## config.mk

```make
export PLATFORM = sky130hd
export DESIGN_NAME = mse_ctrl
export DESIGN_NICKNAME = d
export VERILOG_FILES = /design/src/hdl/mse_pkg.sv /design/src/hdl/mse_ctrl.sv
export SDC_FILE = /design/constraint.sdc
export NUM_CORES = 1
export LEC_CHECK = 0
export BUFFER_PORTS_ARGS = -buffer_cell sky130_fd_sc_hd__buf_2
export CAP_MARGIN = 25
export CORE_AREA = 10 10 47 49
export CTS_CLUSTER_DIAMETER = 150
export DETAILED_ROUTE_END_ITERATION = 6
export DIE_AREA = 0 0 57 59
export PLACE_DENSITY_LB_ADDON = 0.08
export SYNTH_ARGS = -nofsm -noshare
export SYNTH_HDL_FRONTEND = slang
export SYNTH_SLANG_ARGS = --single-unit
```

## constraint.sdc

```tcl
create_clock -name clk_i -period 2.3 [get_ports clk_i]
set_input_delay 0.46 -clock clk_i [delete_from_list [all_inputs] [get_ports clk_i]]
set_output_delay 0.46 -clock clk_i [all_outputs]
set_load 0.01 [all_outputs]
```

## src/hdl/mse_pkg.sv

```systemverilog
// ----------------------------------------------------------------------------
// mse_pkg
// Shared constants and types of the merge sort engine.
// ----------------------------------------------------------------------------
package mse_pkg;

  localparam int MAX_ELEMENTS = 64;
  localparam int DATA_W       = 32;
  localparam int IDX_W        = $clog2(MAX_ELEMENTS);
  localparam int CNT_W        = $clog2(MAX_ELEMENTS + 1);
  // room for pointer + twice the run width
  localparam int SUM_W        = CNT_W + 2;

  typedef enum logic [1:0] {
    ST_LOAD,
    ST_SETUP,
    ST_MERGE,
    ST_OUT
  } state_e;

  typedef struct packed {
    logic load;   // input transfer this cycle
    logic setup;  // prepare a pass (or the output scan)
    logic merge;  // one merge step
    logic emit;   // drive results
  } cmd_t;

  typedef struct packed {
    logic in_last;    // current input flags end of set
    logic pass_end;   // last element of a pass written this cycle
    logic sort_done;  // run width covers the whole set
    logic out_done;   // all results handed to the output register
  } status_t;

endpackage

```

## src/hdl/mse_ctrl.sv

```systemverilog
// ----------------------------------------------------------------------------
// mse_ctrl
// Sequencer: load, per-pass setup, merge passes, result scan.
// ----------------------------------------------------------------------------
module mse_ctrl (
  input  logic             clk_i,
  input  logic             rst_ni,
  input  logic             in_valid_i,
  output logic             in_ready_o,
  input  mse_pkg::status_t status_i,
  output mse_pkg::cmd_t    cmd_o
);
  import mse_pkg::*;

  state_e state_q, state_d;

  always_ff @(posedge clk_i or negedge rst_ni) begin
    if (!rst_ni) begin
      state_q <= ST_LOAD;
    end else begin
      state_q <= state_d;
    end
  end

  always_comb begin
    state_d = state_q;
    unique case (state_q)
      ST_LOAD: begin
        if (in_valid_i && status_i.in_last) begin
          state_d = ST_SETUP;
        end
      end
      ST_SETUP: begin
        state_d = status_i.sort_done ? ST_OUT : ST_MERGE;
      end
      ST_MERGE: begin
        if (status_i.pass_end) begin
          state_d = ST_SETUP;
        end
      end
      ST_OUT: begin
        if (status_i.out_done) begin
          state_d = ST_LOAD;
        end
      end
      default: state_d = ST_LOAD;
    endcase
  end

  always_comb begin
    cmd_o      = '0;
    in_ready_o = 1'b0;
    unique case (state_q)
      ST_LOAD: begin
        in_ready_o = 1'b1;
        cmd_o.load = in_valid_i;
      end
      ST_SETUP: cmd_o.setup = 1'b1;
      ST_MERGE: cmd_o.merge = 1'b1;
      ST_OUT:   cmd_o.emit  = 1'b1;
      default: begin
        cmd_o      = '0;
        in_ready_o = 1'b0;
      end
    endcase
  end

endmodule

```

==> results.cfg <==
[synth]
syn_avg_cell_area_um2 = 9.920
synth_cell_types = 12
synth-edff-count = 0
synth_flop_cell = dfrtp_1
ys_seq_area_share_pct = 36.04
yosysTopAreaCellShare_pct = 36.04
synth_fp_nets = 21
yosys_warnings = 0
synth_top_area_cell = dfrtp_1
synthArstFlopShare_pct = 100.0
ys_top_cells_by_count = dfrtp_1, nor2b_1
syn_area_um2 = 138.9
synthTopCellsByArea = dfrtp_1, mux4_2, nor2b_1
syn_inst = 14
ys_ff_latch = 2

[floorplanning]
die_w_um = 57
ioPinCount = 12
initial_core_util_pct = 9.911
die-area_um2 = 3363
die_h_um = 59
coreArea_um2 = 1401
fp-row-count = 14

[worst_setup_path]
crit_fanout = 7
cp-end-kind = primary output
worstPathRequired_ns = 1.84
critPathKind = reg -> out
start_kind = register
critical_path_arrival_ns = 1.07

[finish]
layout.cells.non_filler = 43
syn_to_final_growth_pct = 64.87
multi_input_area_um2 = 77.57
largest_register_ff_count = 2
layout-drive-gt1-share_pct = 59.26
seqCellArea_um2 = 50.05
insertedDiodeCount = 0
largestRegisters = state_q x2
nFillCells = 175
top_register = state_q
final_area_um2 = 229.0
nNetsFinal = 36

[route]
wl_per_cell_um = 10.14
dr.first_iter.drc_count = 0
first_pass_iters = 1
drc = 0
routed_wirelength_um = 436
vias_per_cell = 3.256
drtAntennaViolNets = 0
dr_total_vias = 140

[power_and_ir_drop]
power.leakage_nw = 0.1231
ir_drop_mv = 0.2063
power_density_nw_per_um2 = 1291

[sta]
skew_ns = 0.001312
finalCriticalPeriod_ns = 1.534
slew_headroom_pct = 85.13
setup_viol = 0
rsz0062_at_grt = false
finalHoldViolations = 0
fin_hold_ws_ns = 0.01191
min_period_over_period_pct = 66.70
tns_ns = 0
tightest_slew_ns = 0.2231
maxSlewViolCount = 0
fmax_ghz = 0.6519

[global_route]
grt_pass1_wl_um = 724
grt_pass1_vias = 175
grt_usage_pct = 3.245
grt_overflow = 0
antenna_found_initial = 0
grt_start_max_net_pins = 8

[place]
placedInstanceArea_um2 = 206.4
gp_congestion = 0.5964
port_buffers = 11
dpl.cell_count = 40

[clock_network]
post_cts_buffers = 0
numCtsBuffers = 3
cts_tree = yes
h-tree-depth = 1
cts_resized = 0
root_buffer = clkbuf_4
ctsHoldBuffers = 0
clock_latency_ns = 0.22
cts_sinks = 2
path_clk_slew_ns = 0.03
cts_buffer_depth = 2

[hold_path]
holdCritPathClass = in -> async

[job]
timing.max_cap.violations = 0

[status]
status = completed
## through the flow
stage               power (mW)  setup WS [ns]  utilization, %
floorplan               0.1717          1.014               -
global placement        0.2206         0.9978           14.73
detailed placement      0.2211         0.9934           14.73
CTS                     0.3064         0.7480           16.34
global route            0.3288         0.6633           16.34
finish                  0.2956         0.7659           16.34
## placed cells by master, fill, tap and decap left out
cell type	n
buf_2	11
clkbuf_4	3
nor2b_1	2
dfrtp_1	2
and2_1	1
nor2_1	1
and2_2	1
and2_0	1
inv_1	1
mux4_2	1
nand2_1	1
nor3b_1	1
a21o_1	1
## cells by family (layout without fill, tap and decap cells)
logic type	count (synthesis)	count (layout)	share of synthesized area [%]
and+or+nand+nor	8	8	34.24
DFF	2	2	36.04
buffers and inverters	2	15	8.108
AOI/OAI and AO/OA	1	1	5.407
muxes	1	1	16.22
## layout make-up
cell class / count / area share (%)
clock buffers: 3 / 9.836
multi-input cells: 10 / 33.88
well taps: 16 / 8.743
repair buffers: 11 / 24.04
inverters: 1 / 1.639
flip-flops and latches: 2 / 21.86
## layer usage
layer	wire length, um	GRT usage, %	vias to the layer above
met5	0	0	-
met4	21	6.040	0
met3	61	2.575	2
met2	201	4.031	9
met1	152	2.265	58
li1	-	-	71
## critical path, stage by stage (launching register included)
cell and delay [ns]:
dfrtp_1 0.44, nor2_1 0.15, and2_2 0.14, buf_2 0.12
## where the power goes
part           switching [mW]  internal (mW)
clock network          0.0209         0.0577
logic                  0.0560         0.0744
registers              0.0334         0.0532
total                   0.110          0.185
## final timing paths
path | from | end | slack (ns) | cells past startpoint
max reg2reg | state_q[1]$_DFFE_PN0P_ | state_q[0]$_DFFE_PN0P_ | 1.19 | 1
max | state_q[0]$_DFFE_PN0P_ | cmd_o[3] | 0.77 | 3
min reg2reg | state_q[0]$_DFFE_PN0P_ | state_q[1]$_DFFE_PN0P_ | 0.63 | 1
min | rst_ni | state_q[0]$_DFFE_PN0P_ | 0.01 | 1
min in group clk_i | status_i[0] | state_q[1]$_DFFE_PN0P_ | 0.54 | 3
max in group asynchronous | rst_ni | state_q[1]$_DFFE_PN0P_ | 2.19 | 1
Note: power is estimated with default switching activity, not from simulation.
